==> config.mk <==
export PLATFORM = sky130hd
export DESIGN_NAME = content_defined_chunker_unit
export DESIGN_NICKNAME = d
export VERILOG_FILES = /design/src/hdl/cdc_pkg.sv /design/src/hdl/cdc_front.sv /design/src/hdl/cdc_queue.sv /design/src/hdl/cdc_back.sv /design/src/hdl/content_defined_chunker_unit.sv
export SDC_FILE = /design/constraint.sdc
export NUM_CORES = 1
export LEC_CHECK = 0
export BUFFER_PORTS_ARGS = -buffer_cell sky130_fd_sc_hd__buf_2
export CELL_PAD_IN_SITES_DETAIL_PLACEMENT = 1
export CELL_PAD_IN_SITES_GLOBAL_PLACEMENT = 1
export CORE_MARGIN = 2
export CORE_UTILIZATION = 50
export CTS_BUF_LIST = sky130_fd_sc_hd__clkbuf_8
export CTS_CLUSTER_SIZE = 24
export DETAILED_ROUTE_END_ITERATION = 8
export GPL_ROUTABILITY_DRIVEN = 0
export PLACE_DENSITY = 0.84
export SLEW_MARGIN = 20
export SYNTH_ARGS = -nofsm -noshare
export SYNTH_HDL_FRONTEND = slang
export SYNTH_SLANG_ARGS = --single-unit
==> constraint.sdc <==
create_clock -name clock -period 12.1 [get_ports clock]
set_input_delay 0.605 -clock clock [delete_from_list [all_inputs] [get_ports clock]]
set_output_delay 0.605 -clock clock [all_outputs]
set_load 0.01 [all_outputs]
==> src/hdl/cdc_pkg.sv <==
// Shared types and constants for the content-defined chunker.
// No dependencies; every other file of the block imports this package.
`timescale 1ns / 1ps

package cdc_pkg;

   // Bytes that make up the value of one position.
   localparam int WINDOW_BYTES = 8;
   localparam int WINDOW_BITS  = 8 * WINDOW_BYTES;

   // Saturation value of the chunk fill counter.
   localparam logic [31:0] FILL_MAX   = 32'hFFFF_FFFF;
   localparam logic [31:0] WINDOW_LEN = 32'(WINDOW_BYTES);

   // Depth of the result queue between classifier and emitter.
   localparam int QUEUE_DEPTH = 4;
   localparam int QPTR_BITS   = $clog2(QUEUE_DEPTH);
   localparam int QCNT_BITS   = $clog2(QUEUE_DEPTH + 1);

   // Configuration register widths, reset values and indexes.
   localparam int CSR_INDEX_BITS = 8;
   localparam int CSR_DATA_BITS  = 32;
   localparam logic [15:0] WINDOW_SIZE_RESET = 16'd2383;
   localparam logic [16:0] MAX_CHUNK_RESET   = 17'd65536;
   localparam logic [CSR_INDEX_BITS-1:0] CSR_WINDOW_SIZE = 8'd0;
   localparam logic [CSR_INDEX_BITS-1:0] CSR_MAX_CHUNK   = 8'd1;

   // One queue entry holds everything a single byte closed. When both a cut
   // and the stream end occur, len is the cut length and the end length is
   // the window size in bytes.
   typedef struct packed {
      logic        has_cut;
      logic        has_end;
      logic [31:0] len;
   } cdc_entry_type;

endpackage

==> src/hdl/cdc_front.sv <==
// Classifier of the chunker: configuration registers, rolling window, extreme
// tracking and cut decision. Pushes one queue entry per byte that closes chunks.
// Depends on cdc_pkg.
`timescale 1ns / 1ps

module cdc_front
   import cdc_pkg::*;
(
   input  logic                      clock,
   input  logic                      reset,
   input  logic                      csr_write,
   input  logic [CSR_INDEX_BITS-1:0] csr_index,
   input  logic [CSR_DATA_BITS-1:0]  csr_wdata,
   input  logic                      req_accept,
   input  logic [7:0]                req_data_byte,
   input  logic                      req_end_of_stream,
   output logic                      push,
   output cdc_entry_type             push_entry
);

   logic [15:0]            window_size_ff, window_size_in;
   logic [16:0]            max_chunk_ff, max_chunk_in;
   logic [WINDOW_BITS-1:0] byte_window_ff, byte_window_in;
   logic [WINDOW_BITS-1:0] extreme_value_ff, extreme_value_in;
   logic [31:0]            extreme_offset_ff, extreme_offset_in;
   logic [31:0]            chunk_fill_ff, chunk_fill_in;

   logic [WINDOW_BITS+7:0] shifted;
   logic [WINDOW_BITS-1:0] window_next;
   logic [31:0]            fill_next;
   logic [31:0]            pos;
   logic [32:0]            cut_offset;
   logic                   cut;

   always_comb begin
      window_size_in = window_size_ff;
      max_chunk_in   = max_chunk_ff;
      if (csr_write) begin
         unique case (csr_index)
            CSR_WINDOW_SIZE: window_size_in = csr_wdata[15:0];
            CSR_MAX_CHUNK:   max_chunk_in   = csr_wdata[16:0];
            default: ;
         endcase
      end
   end

   always_comb begin
      shifted     = {byte_window_ff, req_data_byte};
      window_next = shifted[WINDOW_BITS-1:0];
      fill_next   = (chunk_fill_ff != FILL_MAX) ? chunk_fill_ff + 32'd1 : chunk_fill_ff;
      pos         = fill_next - WINDOW_LEN;
      cut_offset  = {1'b0, extreme_offset_ff} + {17'd0, window_size_ff};

      byte_window_in    = byte_window_ff;
      extreme_value_in  = extreme_value_ff;
      extreme_offset_in = extreme_offset_ff;
      chunk_fill_in     = chunk_fill_ff;
      cut               = 1'b0;
      push              = 1'b0;
      push_entry        = '0;

      if (req_accept) begin
         byte_window_in = window_next;
         chunk_fill_in  = fill_next;
         if (fill_next == WINDOW_LEN) begin
            extreme_value_in  = window_next;
            extreme_offset_in = '0;
         end else if (fill_next > WINDOW_LEN) begin
            if (window_next <= extreme_value_ff) begin
               extreme_value_in  = window_next;
               extreme_offset_in = pos;
            end else if (({1'b0, pos} == cut_offset) || (pos == {15'd0, max_chunk_ff})) begin
               // Cut before this position, by content or by the size limit;
               // the new chunk already holds the window bytes.
               cut               = 1'b1;
               chunk_fill_in     = WINDOW_LEN;
               extreme_value_in  = window_next;
               extreme_offset_in = '0;
            end
         end

         push_entry.has_cut = cut;
         push_entry.has_end = req_end_of_stream;
         push_entry.len     = cut ? pos : chunk_fill_in;
         push               = cut || req_end_of_stream;

         if (req_end_of_stream) begin
            byte_window_in    = '0;
            extreme_value_in  = '0;
            extreme_offset_in = '0;
            chunk_fill_in     = '0;
         end
      end
   end

   always_ff @(posedge clock) begin
      if (reset) begin
         window_size_ff    <= WINDOW_SIZE_RESET;
         max_chunk_ff      <= MAX_CHUNK_RESET;
         byte_window_ff    <= '0;
         extreme_value_ff  <= '0;
         extreme_offset_ff <= '0;
         chunk_fill_ff     <= '0;
      end else begin
         window_size_ff    <= window_size_in;
         max_chunk_ff      <= max_chunk_in;
         byte_window_ff    <= byte_window_in;
         extreme_value_ff  <= extreme_value_in;
         extreme_offset_ff <= extreme_offset_in;
         chunk_fill_ff     <= chunk_fill_in;
      end
   end

endmodule

==> src/hdl/cdc_queue.sv <==
// Short FIFO of closed-chunk entries between classifier and emitter.
// Depends on cdc_pkg.
`timescale 1ns / 1ps

module cdc_queue
   import cdc_pkg::*;
(
   input  logic          clock,
   input  logic          reset,
   input  logic          push,
   input  cdc_entry_type push_entry,
   input  logic          pop,
   output cdc_entry_type head,
   output logic          empty,
   output logic          full
);

   cdc_entry_type        slot_ff [QUEUE_DEPTH];
   logic [QPTR_BITS-1:0] wr_ptr_ff, wr_ptr_in;
   logic [QPTR_BITS-1:0] rd_ptr_ff, rd_ptr_in;
   logic [QCNT_BITS-1:0] count_ff, count_in;

   assign empty = (count_ff == '0);
   assign full  = (count_ff == QCNT_BITS'(QUEUE_DEPTH));
   assign head  = slot_ff[rd_ptr_ff];

   always_comb begin
      wr_ptr_in = push ? wr_ptr_ff + 1'b1 : wr_ptr_ff;
      rd_ptr_in = pop  ? rd_ptr_ff + 1'b1 : rd_ptr_ff;
      count_in  = count_ff;
      if (push && !pop) begin
         count_in = count_ff + 1'b1;
      end else if (pop && !push) begin
         count_in = count_ff - 1'b1;
      end
   end

   always_ff @(posedge clock) begin
      if (push) begin
         slot_ff[wr_ptr_ff] <= push_entry;
      end
   end

   always_ff @(posedge clock) begin
      if (reset) begin
         wr_ptr_ff <= '0;
         rd_ptr_ff <= '0;
         count_ff  <= '0;
      end else begin
         wr_ptr_ff <= wr_ptr_in;
         rd_ptr_ff <= rd_ptr_in;
         count_ff  <= count_in;
      end
   end

endmodule

==> src/hdl/cdc_back.sv <==
// Emitter of the chunker: turns queue entries into one or two result items
// and holds them in the output register. Depends on cdc_pkg.
`timescale 1ns / 1ps

module cdc_back
   import cdc_pkg::*;
(
   input  logic          clock,
   input  logic          reset,
   input  cdc_entry_type head,
   input  logic          empty,
   output logic          pop,
   output logic          rsp_valid,
   input  logic          rsp_stall,
   output logic [31:0]   rsp_chunk_length,
   output logic          rsp_closed_by_end,
   output logic          rsp_last_result
);

   logic        valid_ff, valid_in;
   logic        half_ff, half_in;
   logic        load;
   logic [31:0] length_ff, length_in;
   logic        by_end_ff, by_end_in;
   logic        last_ff, last_in;

   assign rsp_valid         = valid_ff;
   assign rsp_chunk_length  = length_ff;
   assign rsp_closed_by_end = by_end_ff;
   assign rsp_last_result   = last_ff;

   always_comb begin
      load      = !valid_ff || !rsp_stall;
      valid_in  = valid_ff;
      half_in   = half_ff;
      length_in = length_ff;
      by_end_in = by_end_ff;
      last_in   = last_ff;
      pop       = 1'b0;
      if (load) begin
         valid_in = !empty;
         if (!empty) begin
            if (half_ff) begin
               // Second item of a cut that came with the stream end.
               length_in = WINDOW_LEN;
               by_end_in = 1'b1;
               last_in   = 1'b1;
               half_in   = 1'b0;
               pop       = 1'b1;
            end else if (head.has_cut) begin
               length_in = head.len;
               by_end_in = 1'b0;
               last_in   = !head.has_end;
               half_in   = head.has_end;
               pop       = !head.has_end;
            end else begin
               length_in = head.len;
               by_end_in = 1'b1;
               last_in   = 1'b1;
               pop       = 1'b1;
            end
         end
      end
   end

   always_ff @(posedge clock) begin
      if (reset) begin
         valid_ff <= 1'b0;
         half_ff  <= 1'b0;
      end else begin
         valid_ff <= valid_in;
         half_ff  <= half_in;
      end
   end

   always_ff @(posedge clock) begin
      length_ff <= length_in;
      by_end_ff <= by_end_in;
      last_ff   <= last_in;
   end

endmodule

==> src/hdl/content_defined_chunker_unit.sv <==
// Top level of the content-defined chunker; instantiates cdc_front, cdc_queue
// and cdc_back. Depends on cdc_pkg.
`timescale 1ns / 1ps

// The chunker takes one byte per clock cycle on the req_ channel and reports
// the length of every chunk it closes on the rsp_ channel. A chunk border is
// placed in front of a position that lies window_size bytes past the running
// minimum of the 8-byte big-endian values, or at the chunk size limit, and the
// rest of the stream is reported when a byte marked end_of_stream arrives. The
// classifier decides everything for a byte in the cycle it is accepted, so the
// input sustains one item per cycle while req_stall is low; that cycle is
// bounded by the 64-bit window compare. A byte that closes a chunk and also
// ends the stream produces two result items. A four-entry queue between the
// classifier and the output register absorbs such bursts and short output
// stalls; req_stall rises only while that queue is full.
// The configuration port is always ready; index 0 is window_size, index 1 is
// the chunk size limit, and writes to other indexes are ignored. Registers
// should be written only while no item is in flight.

module content_defined_chunker_unit
   import cdc_pkg::*;
(
   input  logic                      clock,
   input  logic                      reset,
   input  logic                      csr_valid,
   output logic                      csr_ready,
   input  logic [CSR_INDEX_BITS-1:0] csr_index,
   input  logic [CSR_DATA_BITS-1:0]  csr_wdata,
   input  logic                      req_valid,
   output logic                      req_stall,
   input  logic [7:0]                req_data_byte,
   input  logic                      req_end_of_stream,
   output logic                      rsp_valid,
   input  logic                      rsp_stall,
   output logic [31:0]               rsp_chunk_length,
   output logic                      rsp_closed_by_end,
   output logic                      rsp_last_result
);

   logic          queue_full;
   logic          queue_empty;
   logic          push;
   logic          pop;
   logic          req_accept;
   cdc_entry_type push_entry;
   cdc_entry_type head;

   assign csr_ready  = 1'b1;
   assign req_stall  = queue_full;
   assign req_accept = req_valid && !queue_full;

   cdc_front u_front (
      .clock             (clock),
      .reset             (reset),
      .csr_write         (csr_valid),
      .csr_index         (csr_index),
      .csr_wdata         (csr_wdata),
      .req_accept        (req_accept),
      .req_data_byte     (req_data_byte),
      .req_end_of_stream (req_end_of_stream),
      .push              (push),
      .push_entry        (push_entry)
   );

   cdc_queue u_queue (
      .clock      (clock),
      .reset      (reset),
      .push       (push),
      .push_entry (push_entry),
      .pop        (pop),
      .head       (head),
      .empty      (queue_empty),
      .full       (queue_full)
   );

   cdc_back u_back (
      .clock             (clock),
      .reset             (reset),
      .head              (head),
      .empty             (queue_empty),
      .pop               (pop),
      .rsp_valid         (rsp_valid),
      .rsp_stall         (rsp_stall),
      .rsp_chunk_length  (rsp_chunk_length),
      .rsp_closed_by_end (rsp_closed_by_end),
      .rsp_last_result   (rsp_last_result)
   );

endmodule

=== Word level (Yosys, flattened, before mapping) ===
Memory sizes are Yosys's and may differ from the RTL's. A register that Yosys moved wholly into a read port is not among the register bits.
Cells that the tools add are included.

* Flip-flop bits (word level): 260
* Latch bits: 0
* Memory bits (writable): 136
* Bits in read-only memories: 0
* Output and inout bits: 37
* Memories: 1

{| class="wikitable"
|+ Memories
! memory !! depth !! width !! read ports !! clocked after memory_dff !! write ports !! line !! source
|-
| u_queue.slot_ff || 4 || 34 || 1 || 1 || 1 || cdc_queue.sv:18 || <nowiki>cdc_entry_type slot_ff [QUEUE_DEPTH];</nowiki>
|}

* $add $sub $neg: 7
* $mul: 0
* Div/mod/pow operators: 0
* Magnitude comparators: 2
* Eq/ne operators: 6
* Shift-type cells: 0
* Mux-type cells: 38
* Bitwise logic cells: 1
* Reduce and logical (&&, ||, !) cells: 22

{| class="wikitable"
|+ Operators by type and width
! kind !! number
|-
| $mux W32 || 12
|-
| $mux W64 || 5
|-
| $le A64 B64 Y1 || 1
|-
| $mux W56 || 1
|-
| $mux W34 || 1
|-
| $add A32 B16 Y33 || 1
|-
| $eq A32 B33 Y1 || 1
|-
| $add A32 B1 Y32 const B || 1
|-
| $eq A32 B17 Y1 || 1
|-
| $eq A32 B4 Y1 const B || 1
|-
| $gt A32 B4 Y1 const B || 1
|-
| $ne A32 B32 Y1 const B || 1
|-
| $sub A32 B4 Y32 const B || 1
|-
| $mux W1 || 15
|-
| $eq A8 B1 Y1 const B || 1
|-
| $logic_not A8 Y1 || 1
|-
| $logic_not A1 Y1 || 7
|-
| $mux W3 || 2
|-
| $reduce_and A2 Y1 || 3
|-
| $add A2 B1 Y2 const B || 2
|-
| $mux W2 || 2
|-
| $reduce_bool A4 Y1 || 1
|-
| $add A3 B1 Y3 const B || 1
|-
| $eq A3 B3 Y1 const B || 1
|-
| 8 further kinds || 12
|}

=== Logic depth before layout (Yosys ltp) ===
Gate-level depths: netlist of the first run.

* Depth after elaboration: 16
* Depth in mapped cells: 27

=== Hierarchy ===
A second synthesis of the first run with hierarchy kept.

* Cells, all modules: 2232
* Area total of the unflattened synthesis: 22243.8 um^2

{| class="wikitable"
|+ Modules (own cells, without submodules)
! module !! times used !! cells an instance !! area each (um^2) !! sequential area each (um^2)
|-
| cdc_front || 1 || 1927 || 15494.9 || 4344.2
|-
| cdc_queue || 1 || 222 || 5383.9 || 4264.1
|-
| cdc_back || 1 || 80 || 1340.0 || 1061.0
|-
| content_defined_chunker_unit || 1 || 3 || 25.0 || 0.0
|}

=== Least setup slack after synthesis of the first run ===
OpenSTA, ideal clock, no wires.

* Path kind: reg-to-reg
* Start: register u_front.chunk_fill_ff[1]
* End: memory u_queue.slot_ff[0][0] in the netlist's numbering (enable)
* Library setup time: 394 ps
* Arrival time: 6193 ps
* Data required time: 11706 ps
* Path slack: 5512 ps
* Cell stages (with the launch flop): 22
* Path buffers: 2
* Clock period less this slack: 6588 ps
* Cell sequence: dfxtp_1 ha_1 and3_1 clkbuf_1 nand4_1 nor3_1 clkbuf_1 nor2_1 xnor2_1 ha_1 and3_1 nand3_1 nor4_2 and3_1 xor2_1 xor3_1 nor4_1 nand2_1 o41ai_4 a21oi_1 nor2_1 and2_1

* Cells in the longest elaborated chain, start to end: 14
* Elaborated cells between the ends (all ways): 18
* Classes of those cells: 2 x add/sub; 1 x order compare; 4 x eq/ne; 9 x mux; 2 x reduce/logical

{| class="wikitable"
|+ RTL lines
! what !! line !! source
|-
| start, declared || cdc_front.sv:26 || <nowiki>logic [31:0] chunk_fill_ff, chunk_fill_in;</nowiki>
|-
| start signal, assigned || cdc_front.sv:110 || <nowiki>chunk_fill_ff <= chunk_fill_in;</nowiki>
|-
| $add A32 B1 Y32 / $ne A32 B32 Y1 (equally long branches) || cdc_front.sv:50 || <nowiki>fill_next = (chunk_fill_ff != FILL_MAX) ? chunk_fill_ff + 32'd1 : chunk_fill_ff;</nowiki>
|-
| $mux W32 (*) || cdc_front.sv:50 ||
|-
| $sub A32 B4 Y32 || cdc_front.sv:51 || <nowiki>pos = fill_next - WINDOW_LEN;</nowiki>
|-
| $eq A32 B33 Y1 / $eq A32 B17 Y1 (equally long branches) || cdc_front.sv:72 || <nowiki>end else if (({1'b0, pos} == cut_offset) || (pos == {15'd0, max_chunk_ff})) begin</nowiki>
|-
| $logic_or A1 B1 Y1 || cdc_front.sv:72 ||
|-
| $mux W1 || cdc_front.sv:72 ||
|-
| $mux W1 || cdc_front.sv:69 || <nowiki>if (window_next <= extreme_value_ff) begin</nowiki>
|-
| $mux W1 || cdc_front.sv:68 || <nowiki>end else if (fill_next > WINDOW_LEN) begin</nowiki>
|-
| $mux W1 (*) || cdc_front.sv:65 || <nowiki>if (fill_next == WINDOW_LEN) begin</nowiki>
|-
| $mux W1 (*) || cdc_front.sv:62 || <nowiki>if (req_accept) begin</nowiki>
|-
| $logic_or A1 B1 Y1 (*) || cdc_front.sv:85 || <nowiki>push = cut || req_end_of_stream;</nowiki>
|-
| $mux W1 (*) || cdc_front.sv:62 ||
|-
| via push || content_defined_chunker_unit.sv:42 || <nowiki>logic push;</nowiki>
|-
| $mux W1 (*) || cdc_queue.sv:39 || <nowiki>if (push) begin</nowiki>
|-
| $mux W1 (implied by the code) (*) || cdc_queue.sv:40 || <nowiki>slot_ff[wr_ptr_ff] <= push_entry;</nowiki>
|-
| end, declared || cdc_queue.sv:18 ||
|}

Mark *: on every way through the listed nets, which the timed path passes. The rest lies on a longest branch. The select of a mux whose other input is x is not followed.

=== Worst setup path in the final report of the first run ===
* Start: register u_front.chunk_fill_ff[1]
* End: register u_queue.count_ff[2]

* Cells in the longest elaborated chain, start to end: 15
* Elaborated cells between the ends (all ways): 21
* Classes of those cells: 2 x add/sub; 1 x order compare; 4 x eq/ne; 8 x mux; 6 x reduce/logical

{| class="wikitable"
|+ RTL lines
! what !! line !! source
|-
| $add A32 B1 Y32 / $ne A32 B32 Y1 (equally long branches) || cdc_front.sv:50 ||
|-
| $mux W32 (*) || cdc_front.sv:50 ||
|-
| $sub A32 B4 Y32 || cdc_front.sv:51 ||
|-
| $eq A32 B33 Y1 / $eq A32 B17 Y1 (equally long branches) || cdc_front.sv:72 ||
|-
| $logic_or A1 B1 Y1 || cdc_front.sv:72 ||
|-
| $mux W1 || cdc_front.sv:72 ||
|-
| $mux W1 || cdc_front.sv:69 ||
|-
| $mux W1 || cdc_front.sv:68 ||
|-
| $mux W1 (*) || cdc_front.sv:65 ||
|-
| $mux W1 (*) || cdc_front.sv:62 ||
|-
| $logic_or A1 B1 Y1 (*) || cdc_front.sv:85 ||
|-
| $mux W1 (*) || cdc_front.sv:62 ||
|-
| via push || content_defined_chunker_unit.sv:42 ||
|-
| $logic_not A1 Y1 || cdc_queue.sv:33 || <nowiki>end else if (pop && !push) begin</nowiki>
|-
| $logic_and A1 B1 Y1 || cdc_queue.sv:33 ||
|-
| $reduce_bool A2 Y1 (no source line) || - ||
|-
| end signal, assigned || cdc_queue.sv:52 || <nowiki>count_ff <= count_in;</nowiki>
|-
| end, declared || cdc_queue.sv:21 || <nowiki>logic [QCNT_BITS-1:0] count_ff, count_in;</nowiki>
|}

Marked as above.
A chain may end at the register's enable or synchronous reset.

==> impl_results.md, run 1 <==
- Die Width: 212 um
- Commonest cells post-synth: nand2_1 (247), dfxtp_1 (228), edfxtp_1 (170)
- Worst setup SP type: register
- # Post-CTS Setup Buffers: 0
- Post-synth EDFFs: 170
- Initial antenna violation count: 0
- Unique masters post-synth: 91
- # hold bufs at CTS: 0
- First-pass GRT wire length: 100 mm
- Avg Cell Area, Syn: 9.92 um^2
- Setup violators final: 0
- Leakage: 0.00964 uW
- Ys async rst share: 0
- CP required: 12.66 ns
- Most frequent cell after synthesis: nand2_1
- Area Overhead vs Synth: 10.0%
- Share of cells above drive strength 1: 0.122
- Top cell type's share of synthesized area: 0.235
- First-pass DRT Iterations: 5
- Core footprint: 43000 um^2
- Total track usage: 0.284
- Max VDD drop: 83.1 uV
- Critical Path AT: ~8.9 ns
- Initial DRC count: 1462
- Mapped Cells: ~2200
- Dominant cell type by area after synthesis: edfxtp_1
- Routed WL: 63.3 mm
- Antenna Violating Nets Remaining: 0
- DR vias/cell: ~6.1
- N_diodes: 0
- Root Buffer: clkbuf_8
- Clock Sinks: 398
- Yosys Warn Count: 0
- Max Fclk: 120 MHz
- Vias: ~18000
- Initial Utilization: 0.506
- Fraction of the cycle the final worst path needs: 0.687
- IO Pins: 91
- Max Transition Viols Final: 0
- Placed cells: 2754
- Largest net degree at the start of global routing: 84
- Clock Latency Late Sink: 0.64 ns
- Clock tree buffer depth: 3
- H-tree levels: 3
- Critical path type: reg -> reg
- Area of the multi-input gates: 11300 um^2
- Syn Nets: between 2000 and 2500
- WL/cell: between 20 and 25 um
- DRC: 0
- HP Class: in -> reg
- Register Area: 9670 um^2
- Row cnt: 76
- Tmin final: 8.31 ns
- Worst-Margin Slew: approximately 1.2 ns
- RSZ-0062 raised after global routing: false
- Number of fill cells in the layout: 4818
- CTS tree: yes
- GR Overflow Total: 0
- Post-synthesis instance area: between 20000 and 25000 um^2
- Core Util, Final: 0.556
- Number of max-cap violations: 0
- Resized Gates After CTS: 0
- Post-DP HPWL: about 45 mm
- Slew Limit Headroom: 0.191
- Worst Path Max Fanout: 12
- Vias in the first global route: about 18000
- FF+latch count, synth: ~400
- CTS buffer count: between 60 and 70
- Register area share after synthesis: 0.445
- Die Area: 45200 um^2
- Worst Skew: between 0.02 and 0.025 ns
- Top_reg_cell synth: dfxtp_1
- IO buf count: 74
- PwrDens: 140 nW/um^2
- CTS clk-pin slew, worst paths: 0.06 ns
- NumNets Final: 2383
- Crit. End Element: register
- TNS Setup: 0 ns
- Hold Vio Cnt, Final: 0
- Status: completed
- Ranking of synthesized cells by area: edfxtp_1 (23%), dfxtp_1 (21%), ha_1 (5.0%)
- Fin cells: 2872
- Die Ht: around 210 um
## final timing paths
| check | start | end | slack [ns] | depth (start not counted) |
|---|---|---|---|---|
| worst max-delay path | u_front.chunk_fill_ff[1] | u_queue.count_ff[2] | 3.79 | 23 |
| worst min-delay path | csr_wdata[16] | u_front.max_chunk_ff[16] | 0.19 | 3 |
| worst max register to register | u_front.chunk_fill_ff[1] | u_queue.count_ff[2] | 3.79 | 23 |
| worst min register to register | u_front.extreme_value_ff[61] | u_front.extreme_value_ff[61] | 0.46 | 2 |
## worst max-delay path, cell delays in order (launching register included)
cell,delay [ns]
dfxtp_1,0.41
ha_1,0.33
and3_1,0.36
nand4_1,0.20
o311ai_1,0.96
inv_1,0.57
ha_1,0.40
and3_1,0.20
nand3_1,0.23
nor4_2,0.16
and3_1,0.25
xor2_1,0.52
xor3_1,0.47
nor4_1,0.31
nand2_1,0.18
o41ai_4,0.68
a21oi_1,0.26
nor2_1,0.34
ha_1,0.26
inv_1,0.07
fa_1,0.40
xor2_1,0.20
or3_1,0.31
a21oi_1,0.16
## metal layers
layer  GRT usage  part of all wire
met1       0.369              0.42
met2       0.475              0.48
met3      0.0516             0.072
met4       0.103             0.034
met5           0                 0
## power breakdown
part           total, uW  switching [uW]  internal [uW]
Combinational        600             366            235
Sequential          1570            40.6           1530
Clock               1180             565            614
## registers in the layout, indices dropped and copies added, names as in the netlist, named ones only
| register | count |
|---|---|
| u_queue.count_ff | 3 |
| u_back.rsp_valid | 1 |
| u_front.max_chunk_ff | 17 |
| u_back.rsp_closed_by_end | 1 |
| u_queue.slot_ff | 136 |
| u_back.rsp_chunk_length | 32 |
| u_front.extreme_offset_ff | 32 |
| u_back.half_ff | 1 |
| u_front.chunk_fill_ff | 32 |
| u_front.window_size_ff | 16 |
| u_queue.rd_ptr_ff | 2 |
| u_queue.wr_ptr_ff | 2 |
| u_front.extreme_value_ff | 64 |
| u_back.rsp_last_result | 1 |
| u_front.byte_window_ff | 56 |
## layout by cell type (no fill, tap or decap), types with 38 or more instances in the layout
master    count
a21oi_1     107
edfxtp_1    170
xnor2_1      64
nand4_1      58
mux2i_1      98
ha_1         87
buf_2        73
nor2b_1      94
o31ai_1      51
nand3_1      80
o21ai_0      55
clkbuf_8     78
nor2_1      156
a21o_1       38
nand2_1     247
inv_1       106
dfxtp_1     227
## cells by family (layout without fill, tap and decap cells)
group / Yosys count / after routing / synth area share
simple gates: 849 / 849 / 0.203
flops: 398 / 398 / 0.445
compound gates: 385 / 385 / 0.118
buf+inv: 216 / 313 / 0.0404
mux: 134 / 134 / 0.0814
xor+xnor: 118 / 118 / 0.0598
fa+ha+maj: 89 / 89 / 0.0519
other cells: 1 / 1 / 0.000173
## area by class of cell
class / instances / share of cell area
multi-input cells: 1576 / 0.471
flip-flops and latches: 398 / 0.404
clock buffers: 78 / 0.0449
well taps: 585 / 0.0306
repair buffers: 104 / 0.0258
inverters: 92 / 0.0144
clock inverters: 39 / 0.00936
## per-stage QoR
stage	setup slack (ns)	total power [uW]	hold slack (ns)	area, um^2
floorplan	5.51	2000	0.432	21700
global placement	4.42	2170	0.438	22600
detailed placement	4.16	2200	0.447	22600
CTS	4.06	3390	0.162	23900
global route	3.35	3510	0.190	23900
finish	3.79	3350	0.186	23900
(Power assumes the default switching activity.)
==> run 2: changes to the inputs <==
- clock period: 12.1 -> 8.53 ns (I/O delays scaled with it)
==> impl_results.md, run 2 (synthesis results as in run 1) <==
- Clock tree buffer depth: 3
- Share of cells above drive strength 1: 0.123
- Worst-Margin Slew: 1.22 ns
- Clock Sinks: 398
- Total track usage: 0.284
- Max Fclk: approximately 130 MHz
- Critical Path AT: 8.39 ns
- Core Util, Final: 0.559
- Setup violators final: 0
- Crit path launch: u_front.chunk_fill_ff[1]
- Core footprint: 43000 um^2
- Initial DRC count: 1260
- Placement Setup Slack: 0.987 ns
- Routed WL: 62.6 mm
- RSZ-0062 raised after global routing: false
- Hold slack: 0.0347 ns
- Vias: 17500
- R2r startpoint: u_front.chunk_fill_ff[1]
- CTS tree: yes
- Die Width: 212 um
- Number of max-cap violations: 0
- Die Area: 45200 um^2
- Slew Limit Headroom: 0.178
- CTS clk-pin slew, worst paths: 0.06 ns
- DRC: 0
- Critical path type: reg -> reg
- Max reg flops: ~140
- Post-DP HPWL: between 40 and 50 mm
- DR vias/cell: 6.06
- Root Buffer: clkbuf_8
- Reg2reg end: u_queue.count_ff[2]
- Crit. End Element: register
- GR Overflow Total: 0
- Leakage: between 0.009 and 0.01 uW
- Worst setup SP type: register
- R2R setup slack: about 0.72 ns
- First-pass GRT wire length: between 90 and 100 mm
- Fraction of the cycle the final worst path needs: 0.916
- H-tree levels: 3
- Setup slack after layout: between 0.7 and 0.8 ns
- # Post-CTS Setup Buffers: 0
- Die Ht: 212 um
- Vias in the first global route: roughly 18000
- First-pass DRT Iterations: 5
- Max VDD drop: 107 uV
- IO buf count: 74
- Worst Path Max Fanout: 9
- Setup crit end: u_queue.count_ff[2]
- Initial Utilization: 0.506
- Row cnt: between 70 and 80
- Clock Latency Late Sink: just under 0.7 ns
- # hold bufs at CTS: 3
- Worst Skew: between 0.05 and 0.06 ns
- Largest net degree at the start of global routing: 94
- TNS Setup: 0 ns
- Antenna Violating Nets Remaining: 0
- Hold Vio Cnt, Final: 0
- Area Overhead vs Synth: 10.6%
- Max Transition Viols Final: 0
- NumNets Final: 2392
- Resized Gates After CTS: 0
- PwrDens: 200 nW/um^2
- Status: completed
- IO Pins: 91
- Largest reg by FF count: u_queue.slot_ff
- CTS buffer count: 70
- HP Class: in -> reg
- Initial antenna violation count: 1
- Commonest non-fill, non-tap cell in the layout: nand2_1
- Design Power: ~4800 uW
- Commonest cells after routing, fill and taps aside: nand2_1 (247), dfxtp_1 (227), edfxtp_1 (170)
- FF-to-FF path depth: 24
- WL/cell: 21.7 um
- Largest regs: u_queue.slot_ff (136), u_front.extreme_value_ff (64), u_front.byte_window_ff (56)
- Tmin final: 7.81 ns
- CP required: 9.11 ns
run 2: through the flow:
stage,area [um^2],std cells
after global placement,22600,2759
after global routing,24000,2890
final,24000,2890
after floorplan,21700,2190
after detailed placement,22600,2759
after CTS,24000,2889
run 2: where the power goes:
group	leakage [uW]	internal, uW	switching (uW)	total, uW
logic	0.00543	331	510	841
registers	0.00350	2170	57.8	2230
clock network	0.000808	910	816	1730
run 2: worst min-delay path by stage:
stage                                 start                            to  slack, ns  cells past startpoint
6_report                       csr_wdata[6]     u_front.window_size_ff[6]       0.03                      3
5_1_grt                        csr_wdata[6]     u_front.window_size_ff[6]       0.04                      3
4_1_cts                        csr_wdata[3]     u_front.window_size_ff[3]      0.004                      3
3_5_place_dp   u_front.extreme_value_ff[61]  u_front.extreme_value_ff[61]       0.46                      2
3_3_place_gp   u_front.extreme_value_ff[59]  u_front.extreme_value_ff[59]       0.44                      2
2_1_floorplan  u_front.extreme_value_ff[59]  u_front.extreme_value_ff[59]       0.43                      2
run 2: layout make-up:
| cell class | count | area, um^2 |
|---|---|---|
| inverters | 92 | 345 |
| flip-flops and latches | 398 | 9670 |
| clock inverters | 45 | 235 |
| multi-input cells | 1576 | 11300 |
| clock buffers | 82 | 1130 |
| fillers | 4865 | 18900 |
| diodes | 1 | 2.50 |
| repair buffers | 111 | 658 |
| well taps | 585 | 732 |
run 2: layer usage:
| layer | global-route usage | part of all wire | vias up |
|---|---|---|---|
| met3 | 0.0505 | 0.063 | 144 |
| met1 | 0.360 | 0.43 | 8692 |
| met4 | 0.111 | 0.031 | 0 |
| met2 | 0.480 | 0.48 | 566 |
| met5 | 0 | 0 | - |
| li1 | - | - | 8115 |
run 2: critical path, cell delays in order, from the launching register on:
cell     delay (ns)
dfxtp_1        0.42
ha_1           0.33
and3_1         0.33
nand4_1        0.20
nor3_1         0.28
nor2_1         0.10
xnor2_1        0.35
ha_1           0.26
and3_1         0.24
nand3_1        0.19
nor4_2         0.71
and3_1         0.32
xor2_1         0.51
xor3_1         0.44
nor4_1         0.29
nand2_1        0.16
o41ai_4        0.68
a21oi_1        0.25
nor2_1         0.36
ha_1           0.26
inv_1          0.06
fa_1           0.37
xor2_1         0.18
or3_1          0.31
a21oi_1        0.14
==> run 3: changes to the inputs <==
- BUFFER_PORTS_ARGS: -buffer_cell sky130_fd_sc_hd__buf_2 -> unset
- DONT_BUFFER_PORTS: unset -> 1
- PLACE_DENSITY: 0.84 -> 0.82
- SLEW_MARGIN: 20 -> 15
==> impl_results.md, run 3 (synthesis results as in run 1) <==
- Critical Path AT: a little over 8 ns
- Core footprint: 43000 um^2
- Clock Sinks: 398
- Core Util, Final: 0.554
- Vias: about 17000
- Initial DRC count: 1201
- Die Area: about 45000 um^2
- IO Pins: 91
- Die Width: 212 um
- DR vias/cell: 6.11
- H-tree levels: 3
- Status: completed
- Tmin final: 7.69 ns
- Number of fill cells in the layout: 4842
- Routed WL: 62.9 mm
- Commonest cells after routing, fill and taps aside: nand2_1 (247), dfxtp_1 (227), edfxtp_1 (170)
- Resized Gates After CTS: 0
- Post-DP HPWL: 43.9 mm
- Fraction of the cycle the final worst path needs: 0.902
- Placement Setup Slack: 1.17 ns
- Setup violators final: 0
- Area of the multi-input gates: around 11000 um^2
- Largest reg by FF count: u_queue.slot_ff
- Max reg flops: 136
- Max Fclk: 130 MHz
- Area Overhead vs Synth: 9.65%
- TNS Setup: 0 ns
- Largest net degree at the start of global routing: around 160
- DRC: 0
- CTS tree: yes
- Setup slack after layout: roughly 0.84 ns
- First-pass GRT wire length: 99.3 mm
- Initial Utilization: 0.506
- First-pass DRT Iterations: 5
- # Post-CTS Setup Buffers: 0
- Total track usage: 0.284
- Number of max-cap violations: 0
- Initial antenna violation count: 1
- Worst-Margin Slew: 1.27 ns
- CP required: 9.10 ns
- Crit. End Element: register
- Commonest non-fill, non-tap cell in the layout: nand2_1
- Antenna Violating Nets Remaining: 0
- PwrDens: ~200 nW/um^2
- Worst Path Max Fanout: 9
- DP Area: ~22000 um^2
- Max VDD drop: between 100 and 150 uV
- HP Class: in -> reg
- Hold Vio Cnt, Final: 0
- CTS buffer count: 69
- Placed cells: 2683
- Root Buffer: clkbuf_8
- Vias in the first global route: 17900
- Largest regs: u_queue.slot_ff (136), u_front.extreme_value_ff (64), u_front.byte_window_ff (56)
- Finished Cell Area: 23800 um^2
- Max Transition Viols Final: 0
- GR Overflow Total: 0
- Share of cells above drive strength 1: 0.0943
- Slew Limit Headroom: 0.151
- CTS clk-pin slew, worst paths: roughly 0.06 ns
- Fin cells: 2823
- Clock Latency Late Sink: 0.67 ns
- Clock tree buffer depth: 3
- WL/cell: 22.3 um
- Critical path type: reg -> reg
- RSZ-0062 raised after global routing: false
- NumNets Final: around 2300
- Register Area: about 9700 um^2
- Worst setup SP type: register
- Worst Skew: between 0.05 and 0.06 ns
- Row cnt: 76
- IO buf count: 0
- Die Ht: 212 um
- Leakage: 0.00949 uW
==> run 3: cell types whose count changed in the layout (fill, tap and decap cells not counted), sizes merged <==
cell | previous run | this run
inv | 123 | 111
buf | 108 | 34
dlygate4sd3 | 3 | 20
clkinvlp | 1 | 2
clkbuf | 82 | 84
clkinv | 12 | 11
==> run 3: final timing paths <==
path,start,to,slack (ns),cells after the start
hold reg to reg,u_front.extreme_value_ff[61],u_front.extreme_value_ff[61],0.45,2
setup reg to reg,u_front.chunk_fill_ff[1],u_queue.count_ff[2],0.84,25
hold / removal,req_data_byte[1],u_front.byte_window_ff[1],0.05,3
setup / recovery,u_front.chunk_fill_ff[1],u_queue.count_ff[2],0.84,25
==> run 3: layer usage <==
layer	GRT usage	routed length [um]
met2	0.473	29700
met1	0.363	26500
met5	0	0
met3	0.0538	4370
met4	0.121	2320
==> run 3: final cells by class <==
| type | count | area share |
|---|---|---|
| timing repair buffer | 54 | 0.0208 |
| tap | 585 | 0.0307 |
| antenna | 1 | 0.000105 |
| clock inverter | 33 | 0.00740 |
| inverter | 92 | 0.0145 |
| sequential | 398 | 0.406 |
| multi-input combinational | 1576 | 0.472 |
| clock buffer | 84 | 0.0485 |
==> run 3: metrics by stage <==
stage / power (uW) / hold WS (ns)
floorplan: 2840 / 0.432
detailed placement: 3030 / 0.442
CTS: 4780 / 0.00717
global placement: 2990 / 0.432
global route: 4940 / 0.0328
finish: 4710 / 0.0477
==> run 3: critical path, cell delays in order (launching register included) <==
cell and delay (ns):
dfxtp_1 0.42, ha_1 0.34, and3_1 0.33, nand4_1 0.18
nor3_1 0.29, nor2_1 0.11, xnor2_1 0.30, ha_1 0.25
and3_1 0.25, nand3_1 0.21, nor4_2 0.75, and3_1 0.32
xor2_1 0.17, buf_4 0.19, xor3_1 0.34, nor4_1 0.28
nand2_1 0.16, o41ai_4 0.68, a21oi_1 0.25, nor2_1 0.38
ha_1 0.29, inv_1 0.09, fa_1 0.37, xor2_1 0.17
or3_1 0.31, a21oi_1 0.16
==> run 3: what timing repair did <==
action | in CTS | in global routing
hold endpoints to repair | 164 | 0
endpoints found under the setup margin | 0 | 0
hold buffers | 22 | 0
==> run 3: where the power goes <==
| group | internal (uW) | switching (uW) |
|---|---|---|
| sequential | 2180 | 117 |
| combinational | 274 | 438 |
| clock | 918 | 788 |
